$ cat src/rtl/bmcls_pkg.sv
// ----------------------------------------------------------------------------
// bmcls_pkg: shared types and constants of the bank mapper
// Operation codes, register window addresses, bank fields and clamp helpers.
// ----------------------------------------------------------------------------
`default_nettype none

package bmcls_pkg;

	// Operation carried by one item.
	typedef enum logic [1:0] {
		OP_REG_WRITE = 2'd0,
		OP_CHR_FETCH = 2'd1,
		OP_PRG_FETCH = 2'd2
	} op_t;

	// Index of a configuration register on the write port.
	typedef enum logic [1:0] {
		CFG_PRG_BANK_MAX    = 2'd0,
		CFG_CHR_2K_BANK_MAX = 2'd1,
		CFG_CHR_1K_BANK_MAX = 2'd2
	} cfg_idx_t;

	// CPU register window.
	localparam logic [15:0] REG_WIN_LO = 16'h7EF0;
	localparam logic [15:0] REG_WIN_HI = 16'h7EFF;

	// Low address nibble of the registers inside the window.
	localparam logic [3:0] REG_CHR2K_FIRST = 4'h0;
	localparam logic [3:0] REG_CHR2K_LAST  = 4'h1;
	localparam logic [3:0] REG_CHR1K_FIRST = 4'h2;
	localparam logic [3:0] REG_CHR1K_LAST  = 4'h5;
	localparam logic [3:0] REG_CONTROL     = 4'h6;
	localparam logic [3:0] REG_PRG_FIRST   = 4'hA;
	localparam logic [3:0] REG_PRG_LAST    = 4'hC;

	// Fixed top program slot.
	localparam logic [1:0] PRG_FIXED_SLOT = 2'd3;

	// Reset values of the configuration registers.
	localparam logic [7:0] PRG_BANK_MAX_RST    = 8'hFF;
	localparam logic [6:0] CHR_2K_BANK_MAX_RST = 7'h7F;
	localparam logic [7:0] CHR_1K_BANK_MAX_RST = 8'hFF;

	typedef logic [6:0] chr2k_bank_t;
	typedef logic [7:0] chr1k_bank_t;
	typedef logic [5:0] prg_bank_t;
	typedef logic [20:0] rom_addr_t;

	// A bank number above the maximum is masked with the maximum.
	function automatic chr2k_bank_t clamp_chr2k(input chr2k_bank_t v, input chr2k_bank_t mx);
		return (v > mx) ? (v & mx) : v;
	endfunction

	function automatic chr1k_bank_t clamp_chr1k(input chr1k_bank_t v, input chr1k_bank_t mx);
		return (v > mx) ? (v & mx) : v;
	endfunction

	function automatic prg_bank_t clamp_prg(input prg_bank_t v, input logic [7:0] mx);
		return ({2'b00, v} > mx) ? (v & mx[5:0]) : v;
	endfunction

endpackage

`default_nettype wire

$ cat src/rtl/bank_mapper_with_chr_layout_swap_unit.sv
// ----------------------------------------------------------------------------
// bank_mapper_with_chr_layout_swap_unit: cartridge bank mapper with CHR swap
// Path: an accepted item passes through the input register, then the result
// register, from which it can be taken (input register, then result register).
// Throughput: one item per cycle while the result channel does not stall, set
// by the single translation pass between the two registers; an empty input stage may fill alone.
// Reset (arst_n low, asynchronous): bank registers and layout control clear to
// zero, the bank maximum registers return to all ones, both stages empty.
// ----------------------------------------------------------------------------
`default_nettype none

// The block translates pattern (PPU) and program (CPU) fetch addresses into
// ROM byte addresses and takes CPU register writes in the 0x7EF0-0x7EFF
// window. Every item yields exactly one result item. Register writes update
// the bank state at the moment the item leaves the input register, so the
// next item behind it already sees the new banks.
module bank_mapper_with_chr_layout_swap_unit (
	input  wire logic                  clk,
	input  wire logic                  arst_n,
	// Input channel.
	input  wire logic                  in_valid,
	output logic                       in_ready,
	input  wire logic [1:0]            op,
	input  wire logic [15:0]           address,
	input  wire logic [7:0]            write_value,
	// Result channel.
	output logic                       out_valid,
	input  wire logic                  out_ready,
	output bmcls_pkg::rom_addr_t       mapped_address,
	output logic                       mapped_valid,
	output logic                       mirror_vertical,
	// Configuration write port.
	input  wire logic                  cfg_we,
	input  wire logic [1:0]            cfg_index,
	input  wire logic [7:0]            cfg_wdata
);

	import bmcls_pkg::*;

	// Configuration registers.
	logic [7:0]  prg_max_q;
	chr2k_bank_t chr2k_max_q;
	chr1k_bank_t chr1k_max_q;

	// Mapper state.
	chr2k_bank_t chr2k_q [2];
	chr1k_bank_t chr1k_q [4];
	prg_bank_t   prg_q [3];
	logic [1:0]  layout_q;

	// Input stage.
	logic        valid_s1;
	logic [1:0]  op_s1;
	logic [15:0] addr_s1;
	logic [7:0]  wval_s1;

	// Result stage.
	logic        out_valid_q;
	rom_addr_t   mapped_q;
	logic        hit_q;
	logic        mirror_q;

	// The input stage drains whenever the result register is empty or its
	// item is being taken this cycle, and takes a new item whenever it is empty.
	logic advance;
	assign advance  = !out_valid_q || out_ready;
	assign in_ready = !valid_s1 || advance;

	// Translation and write decode of the item in the input stage.
	logic       in_window;
	logic [3:0] reg_nib;
	logic       wr_chr2k, wr_chr1k, wr_ctrl, wr_prg;
	logic [1:0] layout_nxt;
	logic [2:0] chr_slot;
	logic [1:0] prg_slot;
	rom_addr_t  mapped_d;
	logic       hit_d;

	assign in_window = (addr_s1 >= REG_WIN_LO) && (addr_s1 <= REG_WIN_HI);
	assign reg_nib   = addr_s1[3:0];

	always_comb begin
		wr_chr2k = 1'b0;
		wr_chr1k = 1'b0;
		wr_ctrl  = 1'b0;
		wr_prg   = 1'b0;
		if (valid_s1 && advance && (op_s1 == OP_REG_WRITE) && in_window) begin
			case (reg_nib) inside
				[REG_CHR2K_FIRST:REG_CHR2K_LAST]: wr_chr2k = 1'b1;
				[REG_CHR1K_FIRST:REG_CHR1K_LAST]: wr_chr1k = 1'b1;
				REG_CONTROL:                      wr_ctrl  = 1'b1;
				[REG_PRG_FIRST:REG_PRG_LAST]:     wr_prg   = 1'b1;
				default: begin
					// Unused register addresses are ignored.
				end
			endcase
		end
	end

	// Mirroring in the result reflects a control write carried by the same item.
	assign layout_nxt = wr_ctrl ? wval_s1[1:0] : layout_q;

	// With the swap bit set, the 2K half and the 1K half trade places.
	assign chr_slot = addr_s1[12:10] ^ {layout_q[1], 2'b00};
	assign prg_slot = addr_s1[14:13];

	always_comb begin
		mapped_d = '0;
		hit_d    = 1'b0;
		case (op_s1)
			OP_CHR_FETCH: begin
				if (addr_s1[15:13] == 3'b000) begin
					hit_d = 1'b1;
					if (!chr_slot[2]) begin
						mapped_d = {3'b000, chr2k_q[chr_slot[1]], addr_s1[10:0]};
					end else begin
						mapped_d = {3'b000, chr1k_q[chr_slot[1:0]], addr_s1[9:0]};
					end
				end
			end
			OP_PRG_FETCH: begin
				if (addr_s1[15]) begin
					hit_d = 1'b1;
					// The top slot is fixed to the last program bank.
					if (prg_slot == PRG_FIXED_SLOT) begin
						mapped_d = {prg_max_q, addr_s1[12:0]};
					end else begin
						mapped_d = {2'b00, prg_q[prg_slot], addr_s1[12:0]};
					end
				end
			end
			default: begin
				// Register writes and the unused code return an empty result.
			end
		endcase
	end

	// Configuration registers; an index beyond the list is ignored.
	always_ff @(posedge clk or negedge arst_n) begin
		if (!arst_n) begin
			prg_max_q   <= PRG_BANK_MAX_RST;
			chr2k_max_q <= CHR_2K_BANK_MAX_RST;
			chr1k_max_q <= CHR_1K_BANK_MAX_RST;
		end else if (cfg_we) begin
			case (cfg_index)
				CFG_PRG_BANK_MAX:    prg_max_q   <= cfg_wdata;
				CFG_CHR_2K_BANK_MAX: chr2k_max_q <= cfg_wdata[6:0];
				CFG_CHR_1K_BANK_MAX: chr1k_max_q <= cfg_wdata;
				default: begin
				end
			endcase
		end
	end

	// Bank registers, loaded by CPU writes into the register window.
	always_ff @(posedge clk or negedge arst_n) begin
		if (!arst_n) begin
			chr2k_q  <= '{default: '0};
			chr1k_q  <= '{default: '0};
			prg_q    <= '{default: '0};
			layout_q <= '0;
		end else begin
			if (wr_chr2k) begin
				chr2k_q[reg_nib[0]] <= clamp_chr2k(wval_s1[7:1], chr2k_max_q);
			end
			if (wr_chr1k) begin
				// Nibbles 2..5 map to entries 0..3.
				chr1k_q[2'(reg_nib - REG_CHR1K_FIRST)] <= clamp_chr1k(wval_s1, chr1k_max_q);
			end
			if (wr_prg) begin
				prg_q[2'(reg_nib - REG_PRG_FIRST)] <= clamp_prg(wval_s1[7:2], prg_max_q);
			end
			layout_q <= layout_nxt;
		end
	end

	// Input stage control.
	always_ff @(posedge clk or negedge arst_n) begin
		if (!arst_n) begin
			valid_s1 <= 1'b0;
		end else if (in_ready) begin
			valid_s1 <= in_valid;
		end
	end

	// Input stage payload.
	always_ff @(posedge clk) begin
		if (in_valid && in_ready) begin
			op_s1   <= op;
			addr_s1 <= address;
			wval_s1 <= write_value;
		end
	end

	// Result stage control.
	always_ff @(posedge clk or negedge arst_n) begin
		if (!arst_n) begin
			out_valid_q <= 1'b0;
		end else if (advance) begin
			out_valid_q <= valid_s1;
		end
	end

	// Result stage payload.
	always_ff @(posedge clk) begin
		if (advance && valid_s1) begin
			mapped_q <= mapped_d;
			hit_q    <= hit_d;
			mirror_q <= layout_nxt[0];
		end
	end

	assign out_valid       = out_valid_q;
	assign mapped_address  = mapped_q;
	assign mapped_valid    = hit_q;
	assign mirror_vertical = mirror_q;

endmodule

`default_nettype wire

$ cat config.mk
export PLATFORM = sky130hd
export DESIGN_NAME = bank_mapper_with_chr_layout_swap_unit
export DESIGN_NICKNAME = d
export VERILOG_FILES = /design/src/rtl/bmcls_pkg.sv /design/src/rtl/bank_mapper_with_chr_layout_swap_unit.sv
export SDC_FILE = /design/constraint.sdc
export NUM_CORES = 1
export LEC_CHECK = 0
export BUFFER_PORTS_ARGS = -buffer_cell sky130_fd_sc_hd__buf_2
export CAP_MARGIN = 20
export CORE_MARGIN = 3
export CORE_UTILIZATION = 40
export DETAILED_ROUTE_END_ITERATION = 8
export PLACE_DENSITY_LB_ADDON = 0.3
export SLEW_MARGIN = 10
export SYNTH_ARGS = -nofsm -noshare
export SYNTH_HDL_FRONTEND = slang
export SYNTH_SLANG_ARGS = --single-unit
$ cat constraint.sdc
create_clock -name clk -period 3.15 [get_ports clk]
set_input_delay 0.63 -clock clk [delete_from_list [all_inputs] [get_ports clk]]
set_output_delay 0.63 -clock clk [all_outputs]
set_load 0.03 [all_outputs]
Word-level counts from Yosys, hierarchy flattened
Index checks and enable logic that the tools add are counted.
{"block": "op_classes", "n_addsub": 2, "order_cmp": 20, "eq_ne": 6, "n_mux": 44, "bitwise_logic": 10, "n_reduce_logical": 21}
{"operator": "two-way mux 21 bit", "count": 2}
{"operator": "one-hot mux 21 bit (2 select lines)", "count": 1}
{"operator": "two-way mux 18 bit", "count": 2}
{"operator": "two-way mux 7 bit", "count": 5}
{"operator": "bitwise mux 32 bit", "count": 1}
{"operator": "two-way mux 8 bit", "count": 4}
{"operator": "two-way mux 6 bit", "count": 4}
{"operator": "bitwise mux 18 bit", "count": 1}
{"operator": "two-way mux 1 bit", "count": 17}
{"operator": "binary-select mux 8 bit (select 2 bit)", "count": 1}
{"operator": "demux 8 bit (select 2 bit)", "count": 1}
{"operator": "greater-or-equal comparator 16 x 15 -> 1 bit, second input constant", "count": 1}
{"operator": "less-or-equal comparator 16 x 15 -> 1 bit, second input constant", "count": 1}
{"operator": "bitwise mux 14 bit", "count": 1}
{"operator": "binary-select mux 6 bit (select 2 bit)", "count": 1}
{"operator": "demux 6 bit (select 2 bit)", "count": 1}
{"operator": "greater-or-equal comparator 3 bit, second input constant", "count": 4}
{"operator": "NOT 2 -> 3 bit", "count": 4}
{"operator": "logical AND 1 bit", "count": 11}
{"operator": "AND 8 bit", "count": 1}
{"operator": "> comparator 6 x 8 -> 1 bit", "count": 1}
{"operator": "> comparator 8 bit", "count": 1}
{"operator": "AND 7 bit", "count": 1}
{"operator": "demux 7 bit (select 1 bit)", "count": 1}
{"operator": "other kinds (23)", "count": 35}
{"block": "word_totals", "ff_bits": 140, "input_bits": 41, "output_inout_bits": 25}

Longest topological paths before layout
{"block": "logic_depth", "depth_word": 8, "depth_mapped": 9, "depth_no_buf": 8}

Worst setup path before layout
OpenSTA, ideal clock, no wires.
{"block": "synth_path", "path_kind": "input to register", "startpoint": "input out_ready", "endpoint": "register chr1k_q[16] (netlist name)", "setup_ns": 0.125, "t_arrival_ns": 2.411, "required_time_ns": 3.025, "slack_ns": 0.615, "stages": 5, "path_cell_list": "nand2b_1 > and2_1 > nand4b_4 > nor2_2 > mux2_2"}
{"block": "synth_via", "elab_chain_len": 5}
{"element": "start, declared", "line_no": "bank_mapper_with_chr_layout_swap_unit.sv:28", "rtl": "input wire logic out_ready,"}
{"element": "logical OR 1 bit", "line_no": "bank_mapper_with_chr_layout_swap_unit.sv:66", "rtl": "assign advance = !out_valid_q || out_ready;"}
{"element": "logical AND 1 bit (3 in series)", "line_no": "bank_mapper_with_chr_layout_swap_unit.sv:87", "rtl": "if (valid_s1 && advance && (op_s1 == OP_REG_WRITE) && in_window) begin"}
{"element": "two-way mux 1 bit", "line_no": "bank_mapper_with_chr_layout_swap_unit.sv:87"}
{"element": "end signal, assigned by index", "line_no": "bank_mapper_with_chr_layout_swap_unit.sv:168", "rtl": "chr1k_q[2'(reg_nib - REG_CHR1K_FIRST)] <= clamp_chr1k(wval_s1, chr1k_max_q);"}
{"element": "end, declared", "line_no": "bank_mapper_with_chr_layout_swap_unit.sv:47", "rtl": "chr1k_bank_t chr1k_q [4];"}
Every way passes these cells.
A chain may end at the register's enable or synchronous reset.

Final worst setup path
{"block": "layout_path", "startpoint": "register wval_s1[5]", "endpoint": "register chr1k_q[23] (netlist name)"}
{"block": "layout_via", "elab_chain_len": 3}
{"element": "start, declared", "line_no": "bank_mapper_with_chr_layout_swap_unit.sv:55", "rtl": "logic [7:0] wval_s1;"}
{"element": "start signal, assigned", "line_no": "bank_mapper_with_chr_layout_swap_unit.sv:191", "rtl": "wval_s1 <= write_value;"}
{"element": "> comparator 8 bit", "line_no": "bmcls_pkg.sv:55", "rtl": "return (v > mx) ? (v & mx) : v;"}
{"element": "two-way mux 8 bit", "line_no": "bmcls_pkg.sv:55"}
{"element": "bitwise mux 32 bit", "line_no": "bank_mapper_with_chr_layout_swap_unit.sv:168"}
Every way passes these cells.

==> results.cfg <==
[outcome]
outcome = finished clean

[clock_network]
path_clk_slew_ns = 0.06
number_of_gates_resized_after_cts = 0
holdBufCountCts = 0
cts-root-buf = clkbuf_16
cts_made_buffers = 17
clk_path_buf_depth = 2
cts.htree.levels = 4
clock_tree_from_tritoncts = yes
clock_sink_count = 140
post-cts-setup-buffer-count = 0
clk-insertion-delay-late_ns = 0.43

[timing]
finalCriticalPeriod_ns = 2.58
timing.final.setup_violations = 0
max-slew-margin-rel_pct = 45.0
finalClockSkew_ns = 0.0112
slew_viol_final = 0
worstMarginPinSlew_ns = 0.825
min_period_over_period_pct = 81.9
max_clock_freq_ghz = 0.388
final_hold_viol_count = 0
setup_tns_final_ns = 0
grt_setup_unrepaired = no

[worst_setup_path]
path_class = reg -> reg
cpMostUsedCell = mux2_2
critical_path_required_ns = 3.45
worstPathBufferInverterCount = 1
worst-endpoint-arrival_ns = 2.88
reg2reg_slack_ns = 0.57
sort_of_element_at_the_start_of_the_critical_path = flip-flop
critical_path.max_stage_delay_ns = 0.49
worst_r2r_endpoint = chr1k_q[23]$_DFFE_PN0P_
worstSetupEndpointType = flip-flop
ff2ff_path_depth = 7
worst-path-max-fanout = 8
worstPathCellList = buf_4, ha_1, a21oi_1, o21ai_0, o22ai_2, mux2_2, mux2_2
critical_path.reg2reg.startpoint = wval_s1[5]$_DFFE_PP_
critical_path.top_delay_family = multiplexers
timing.critical_path.slowest_stage_cell = edfxtp_1
cp-startpoint = wval_s1[5]$_DFFE_PP_

[logic_synthesis]
yosysTopAreaCellShare_pct = 24.7
postSynthCellCount = 548
synth-edff-count = 49
synth.cell_area_um2 = 6890
yosysUniqueCellTypes = 46
most_repeated_cell_in_the_gate_level_netlist_after_synthesis = dfrtp_1
syn_area_per_cell_um2 = 12.6
synth_top_flop_cell = dfrtp_1
yosysWarningCount = 0
synth-seq-area-share_pct = 54.8
synth_async_reset_ratio_pct = 65.0
synth_area_leaders = dfrtp_1, edfxtp_1, mux2_2
synthesis.nets = 634
synth.largest_area_cell = dfrtp_1
synth-seq-cells = 140
synth_top_cells_by_count = dfrtp_1, mux2_2, edfxtp_1

[pwr]
total_switching_power_mw = 1.27
power.share.switching_pct = 25.4
power.total_mw = 4.99
p_per_area_nw_per_um2 = 609
seq_power_share_pct = 42.7
clock_power_share_pct = 43.8
worst_ir_drop_vdd_mv = 0.509
internal_power_mw = 3.72
power_share_of_the_combinational_group_pct = 13.5
leakage_nw = 3.71

[finish]
post_route_cell_area_um2 = 8200
areaGrowthSynthToFinish_pct = 19.0
fillCellCount = 1494
nets = 716
num_antenna_cells = 0
proportion_of_layout_cells_with_a_drive_suffix_above_1_pct = 34.1

[place]
place_hpwl_um = 11000
placed_cell_areas_um2 = 7520
buffer_ports.inserted = 65
routabilityCongestion = 0.866

[flow_run]
max_cap_violations = 0

[global_route]
pin_count_of_the_biggest_net_entering_global_routing = 82
first_global_vias = 4501
grt_remaining_overflow = 0
antenna_found_initial = 0
grt_util_all_layers_pct = 17.1
grt_first_pass_wirelength_um = 24100

[floorplan]
coreArea_um2 = 16700
fp.dieArea_um2 = 18800
start_util_pct = 41.3
io_pins = 66
dieWidth_um = 137
dieHeight_um = 137
rows = 47

[detailed_routing]
post-route-drc-count = 0
drt_iter0_drc = 361
post_drt_wl_per_cell_um = 17.5
final_antenna_net_count = 0
postRouteWirelength_um = 15100
via_per_inst = 5.14
detail_route.first_pass.iterations = 4
num_vias = 4437

[hold_path]
hp-class = in -> async
-- per-layer routing --
| metal | global-route usage, % | wire length (um) |
|---|---|---|
| met1 | 22.9 | 6920 |
| met4 | 4.16 | 167 |
| met5 | 0 | 0 |
| met2 | 27.5 | 7340 |
| met3 | 4.86 | 722 |
-- kinds of logic after synthesis --
logic type                 share of synthesized area (%)
muxes                                               16.4
adders and majority gates                           8.17
xor gates and xnor gates                           0.127
buffers and inverters                               3.16
DFF                                                 54.8
and+or+nand+nor                                     10.3
AOI/OAI and AO/OA                                   7.08
-- through the flow --
stage / hold slack (ns) / cells / setup slack (ns) / utilization (%)
after CTS: 0.361 / 862 / 0.562 / 48.9
after global routing: 0.0764 / 863 / 0.361 / 49.1
after floorplan: 0.334 / 548 / 0.615 / -
after detailed placement: 0.470 / 830 / 0.588 / 45.1
after global placement: 0.457 / 830 / 0.647 / 45.1
final: 0.0724 / 863 / 0.570 / 49.1
-- registers in the layout, indices dropped and copies added (netlist names) --
| signal | flops |
|---|---|
| prg_q | 18 |
| chr1k_max_q | 8 |
| valid_s1 | 1 |
| wval_s1 | 8 |
| out_valid | 1 |
| addr_s1 | 16 |
| chr2k_q | 14 |
| prg_max_q | 8 |
| mapped_valid | 1 |
| chr2k_max_q | 7 |
| layout_q | 2 |
| mapped_address | 21 |
| mirror_vertical | 1 |
| chr1k_q | 32 |
| op_s1 | 2 |
-- layout by cell type (no fill, tap or decap), drive strengths merged, types with 2 or more instances in the layout --
master    instances
a211oi            2
a21oi            30
a311oi            6
and2              4
and2b             2
and4              5
buf              81
bufinv            5
clkbuf           18
clkinv            4
clkinvlp          3
dfrtp            68
dfstp            23
edfxtp           49
ha               45
inv              38
mux2             60
mux2i            16
mux4             13
nand2            48
nand2b            3
nand3             4
nand3b            4
nand4             7
nor2             33
nor2b            11
nor3              3
nor3b             3
nor4              2
o21ai            36
o22ai             9
-- power groups by stage --
stage / registers (mW) / logic [mW] / clock network [mW]
floorplan: 2.17 / 0.419 / 0
global placement: 2.16 / 0.649 / 0
detailed placement: 2.17 / 0.671 / 0
CTS: 2.13 / 0.676 / 2.22
global route: 2.15 / 0.760 / 2.30
finish: 2.13 / 0.674 / 2.18
-- worst max path at each step --
stage                                    endpoint  slack (ns)  cells past startpoint
after floorplan           chr1k_q[16]$_DFFE_PN0P_        0.61                      5
after global placement    chr1k_q[23]$_DFFE_PN0P_        0.65                      8
after detailed placement  chr1k_q[31]$_DFFE_PN0P_        0.59                      7
after CTS                 chr1k_q[23]$_DFFE_PN0P_        0.56                      7
after global routing         prg_q[3]$_DFFE_PN0P_        0.36                      8
final                     chr1k_q[23]$_DFFE_PN0P_        0.57                      7
-- worst register-to-register path: cells and delay by family, from the launching register on --
kind,cells,cell delay (ns)
multiplexers,2,0.75
AO/OA/AOI/OAI,3,0.71
flip-flops,1,0.49
buffers and inverters,1,0.22
adder cells (fa/ha/maj),1,0.30
-- layout make-up --
type | instances | area [um^2] | area share, %
Multi-Input combinational cell | 354 | 2900 | 35.3
Tap cell | 220 | 275 | 3.36
Sequential cell | 140 | 3780 | 46.1
Inverter | 36 | 135 | 1.65
Clock buffer | 18 | 429 | 5.23
Timing Repair Buffer | 81 | 468 | 5.71
Clock inverter | 14 | 218 | 2.66
Power figures use the tool's default switching activity.
